## config.mk

```make
export PLATFORM = sky130hd
export DESIGN_NAME = gld_front
export DESIGN_NICKNAME = d
export VERILOG_FILES = /design/src/hw/rtl/gld_pkg.sv /design/src/hw/rtl/gld_front.sv
export SDC_FILE = /design/constraint.sdc
export NUM_CORES = 1
export LEC_CHECK = 0
export BUFFER_PORTS_ARGS = -buffer_cell sky130_fd_sc_hd__clkbuf_2
export CAP_MARGIN = 20
export CORE_ASPECT_RATIO = 1.2
export CORE_UTILIZATION = 45
export DETAILED_ROUTE_END_ITERATION = 6
export PLACE_DENSITY = 0.78
export SLEW_MARGIN = 30
export SYNTH_ARGS = -nofsm -noshare
export SYNTH_HDL_FRONTEND = slang
export SYNTH_SLANG_ARGS = --single-unit
```

## constraint.sdc

```tcl
create_clock -name clk -period 2.6 [get_ports clk]
set_input_delay 0.26 -clock clk [delete_from_list [all_inputs] [get_ports clk]]
set_output_delay 0.26 -clock clk [all_outputs]
set_load 0.005 [all_outputs]
```

## src/hw/rtl/gld_pkg.sv

```systemverilog
package gld_pkg;

	// Widest LZW code that the dictionary supports.
	localparam int unsigned MAX_CODE_BITS = 12;

	// Minimum code size that is in force after reset.
	localparam logic [3:0] MIN_CODE_SIZE_RESET = 4'd8;

	// Request codes carried by req_type.
	localparam logic REQ_PUSH  = 1'b0;
	localparam logic REQ_FETCH = 1'b1;

	// Kind of an item as sorted by the front end.
	typedef enum logic {
		KIND_PUSH,
		KIND_FETCH
	} kind_t;

	// One queued item.
	typedef struct packed {
		kind_t      kind;
		logic [7:0] data;
	} item_t;

	// Head of the item queue as seen by the back end.
	typedef struct packed {
		logic  valid;
		item_t item;
	} head_t;

endpackage

```

## src/hw/rtl/gld_front.sv

```systemverilog
module gld_front (
	input  logic              clk,
	input  logic              arst_n,
	input  logic              req_valid,
	output logic              req_stall,
	input  logic              req_type,
	input  logic [7:0]        stream_byte,
	output gld_pkg::head_t    head,
	input  logic              pop
);

	gld_pkg::item_t fifo_q [2];
	logic           wr_ptr_q;
	logic           rd_ptr_q;
	logic [1:0]     count_q;
	logic           push_en;
	logic           pop_en;
	gld_pkg::item_t in_item;

	// Sort the incoming item by its request code.
	always_comb begin
		in_item.data = stream_byte;
		unique case (req_type)
			gld_pkg::REQ_FETCH: in_item.kind = gld_pkg::KIND_FETCH;
			default:            in_item.kind = gld_pkg::KIND_PUSH;
		endcase
	end

	assign req_stall = (count_q == 2'd2);
	assign push_en   = req_valid && !req_stall;
	assign pop_en    = pop && (count_q != 2'd0);

	assign head.valid = (count_q != 2'd0);
	assign head.item  = fifo_q[rd_ptr_q];

	// Two-entry queue storage.
	always_ff @(posedge clk) begin
		if (push_en) begin
			fifo_q[wr_ptr_q] <= in_item;
		end
	end

	// Queue pointers and fill level.
	always_ff @(posedge clk or negedge arst_n) begin
		if (!arst_n) begin
			wr_ptr_q <= 1'b0;
			rd_ptr_q <= 1'b0;
			count_q  <= 2'd0;
		end else begin
			if (push_en) begin
				wr_ptr_q <= ~wr_ptr_q;
			end
			if (pop_en) begin
				rd_ptr_q <= ~rd_ptr_q;
			end
			case ({push_en, pop_en})
				2'b10:   count_q <= count_q + 2'd1;
				2'b01:   count_q <= count_q - 2'd1;
				default: count_q <= count_q;
			endcase
		end
	end

endmodule

```

==> results.yml <==
layout:
  nNetsFinal: 88
  final_common_cell: "clkbuf_2"
  finalInstanceArea_um2: 1025
  num_antenna_cells: 0
  final_cell_mix: "clkbuf_2, edfxtp_1, mux2_2"
  fillCellCount: 129
  drive_gt1_frac: 0.5068
  fin_util: 0.6022
  syn_to_final_growth_pct: 21.15
  final_cells: 91
job:
  maxCapViolCount: 0
sta:
  finalCritPeriodShare: 0.6444
  holdWs_ns: 0.1473
  hold_viol: 0
  fin_crit_ns: 1.675
  fin_tns_setup_ns: 0
  slew_headroom: 0.5083
  clock.fmax_ghz: 0.5968
  tightest_slew_ns: 0.7348
  slew_viol_final: 0
  setup_viol_count_final: 0
  clock-skew-final_ns: 0.003179
  rsz0062_at_grt: "no"
clock_tree:
  cts_sinks: 22
  post_cts_buffers: 0
  cts.reportedPaths.clkPinSlew_ns: 0.12
  htreeDepth: 1
  cts-hold-fix-buffers: 1
  ctsResizeCount: 0
  cts_inserted_buffers: 3
  clk_path_buf_depth: 2
  clock_latency_ns: 0.30
  cts_tree: "done"
  cts_root_buf: "clkbuf_4"
setup_path:
  crit_arrival_ns: 1.42
  cp_num_cells: 2
  path_cells: "mux2_2 -> clkbuf_2"
  worstSetupPathType: "reg2out"
  crit_slowest_cell: "dfrtp_1"
  cp.required_ns: 2.34
  slowest_delay_ns: 0.62
  ff2ff_path_depth: 3
  start_kind: "flip-flop"
  cpLargestDelayFamily: "flip-flops"
  crit_buf_inv: 1
  cp_max_fo: 10
  end_kind: "primary output"
routing:
  initialDrtViolationCount: 19
  routedWlPerCell_um: 13.74
  totalWireLength_um: 1250
  viasPerCell: 4.967
  drc: 0
  ant_nets: 0
  vias: 452
  dr.pass1.iters: 4
grt:
  track_usage: 0.1383
  grt_pass1_vias: 471
  grt-ovfl-total: 0
  grt_max_degree: 13
  grt_pass1_wl_um: 2118
  grt_antenna_before_repair: 0
synthesis:
  synthesis.nets: 60
  ys_seq_elements: 22
  yosysWarnings: 0
  syn_area_um2: 845.8
  syn_inst: 46
  ys_seq_area_frac: 0.7574
  syn_area_per_cell_um2: 18.39
  synth_cell_types: 14
floorplanning:
  dieWidth_um: 41.58
  chipHeight_um: 49.49
  die-area_um2: 2058
  core.rowCount: 16
  io_pins: 24
  initial_core_util: 0.4971
  coreArea_um2: 1702
placement:
  routabilityCongestion: 0.6458
  dp_hpwl_um: 904.7
  placedCellCount: 86
  place_area_um2: 978.4
  io_buffers: 23
pwr:
  powerDensity_nw_per_um2: 1042
  p_leak_nw: 0.4225
  ir_drop_v: 0.0006707
worst_hold_path:
  hold_path_depth: 1
  hold_path_class: "in2reg"
status:
  status: "finished clean"
-- per-layer routing --
metal  GRT usage  wire length (um)  share of wire  up-vias
met5           0                 0              0        -
met4     0.06452                12         0.0096        0
met3     0.02198                57          0.046        2
met2      0.2370               623           0.50       16
met1      0.1692               557           0.45      215
li1            -                 -              -      219
-- sequential cells by signal, indices dropped and copies added, names as in the netlist --
| register | cells |
|---|---|
| rd_ptr_q | 1 |
| count_q | 2 |
| wr_ptr_q | 1 |
| fifo_q | 18 |
-- worst paths after layout --
check	start	end	slack, ns
worst min-delay path	stream_byte[3]	fifo_q[1][3]	0.15
max in group asynchronous	arst_n	rd_ptr_q	2.18
min in group asynchronous	arst_n	count_q[0]	0.29
worst max-delay path	rd_ptr_q	head[5]	0.92
worst max register to register	count_q[0]	fifo_q[0][0]	0.96
worst min register to register	count_q[1]	count_q[1]	0.50
-- where the power goes --
group          total, mW  internal (mW)  switching [mW]  leakage, nW
registers          0.559          0.492          0.0673        0.214
clock network      0.181         0.0853          0.0962       0.0210
logic              0.327          0.186           0.141        0.188
-- cell families after synthesis --
logic type	Yosys count	synth area share
and+or+nand+nor	7	0.04587
muxes	9	0.1198
buffers and inverters	2	0.01035
adders and majority gates	1	0.01479
DFF	22	0.7574
xor gates and xnor gates	5	0.05178
-- cells in the mapped netlist --
cell type   n  share of area
edfxtp_1   18           0.64
xor2_1      2          0.021
and2_4      1          0.010
xnor2_1     3          0.031
inv_1       1         0.0044
ha_1        1          0.015
or2_1       1         0.0074
nand2b_1    1         0.0074
buf_2       1         0.0059
dfrtp_1     4           0.12
mux2_2      9           0.12
nand2_1     1         0.0044
and3_1      1         0.0074
nor2_1      2         0.0089
-- worst register-to-register path, stage by stage (launching register included) --
cell and delay, ns:
dfrtp_1 0.43, nand2b_1 0.16, nand2_1 0.11, nor2_1 0.58
-- per-stage QoR --
stage                     setup slack [ns]  power, mW
after floorplan                      1.176     0.7735
after global placement               1.018     0.8843
after detailed placement            0.9985     0.8964
after CTS                           0.9111      1.076
after global routing                0.8305      1.138
final                               0.9245      1.067
-- final cells by class --
| cell class | count | area [um^2] | area share |
|---|---|---|---|
| repair buffers | 24 | 125.1 | 0.1221 |
| well taps | 18 | 22.52 | 0.02198 |
| flip-flops and latches | 22 | 640.6 | 0.6252 |
| multi-input cells | 22 | 196.4 | 0.1917 |
| clock buffers | 4 | 36.28 | 0.03541 |
| inverters | 1 | 3.754 | 0.003663 |
No activity file was read; power rests on OpenSTA's default activity.
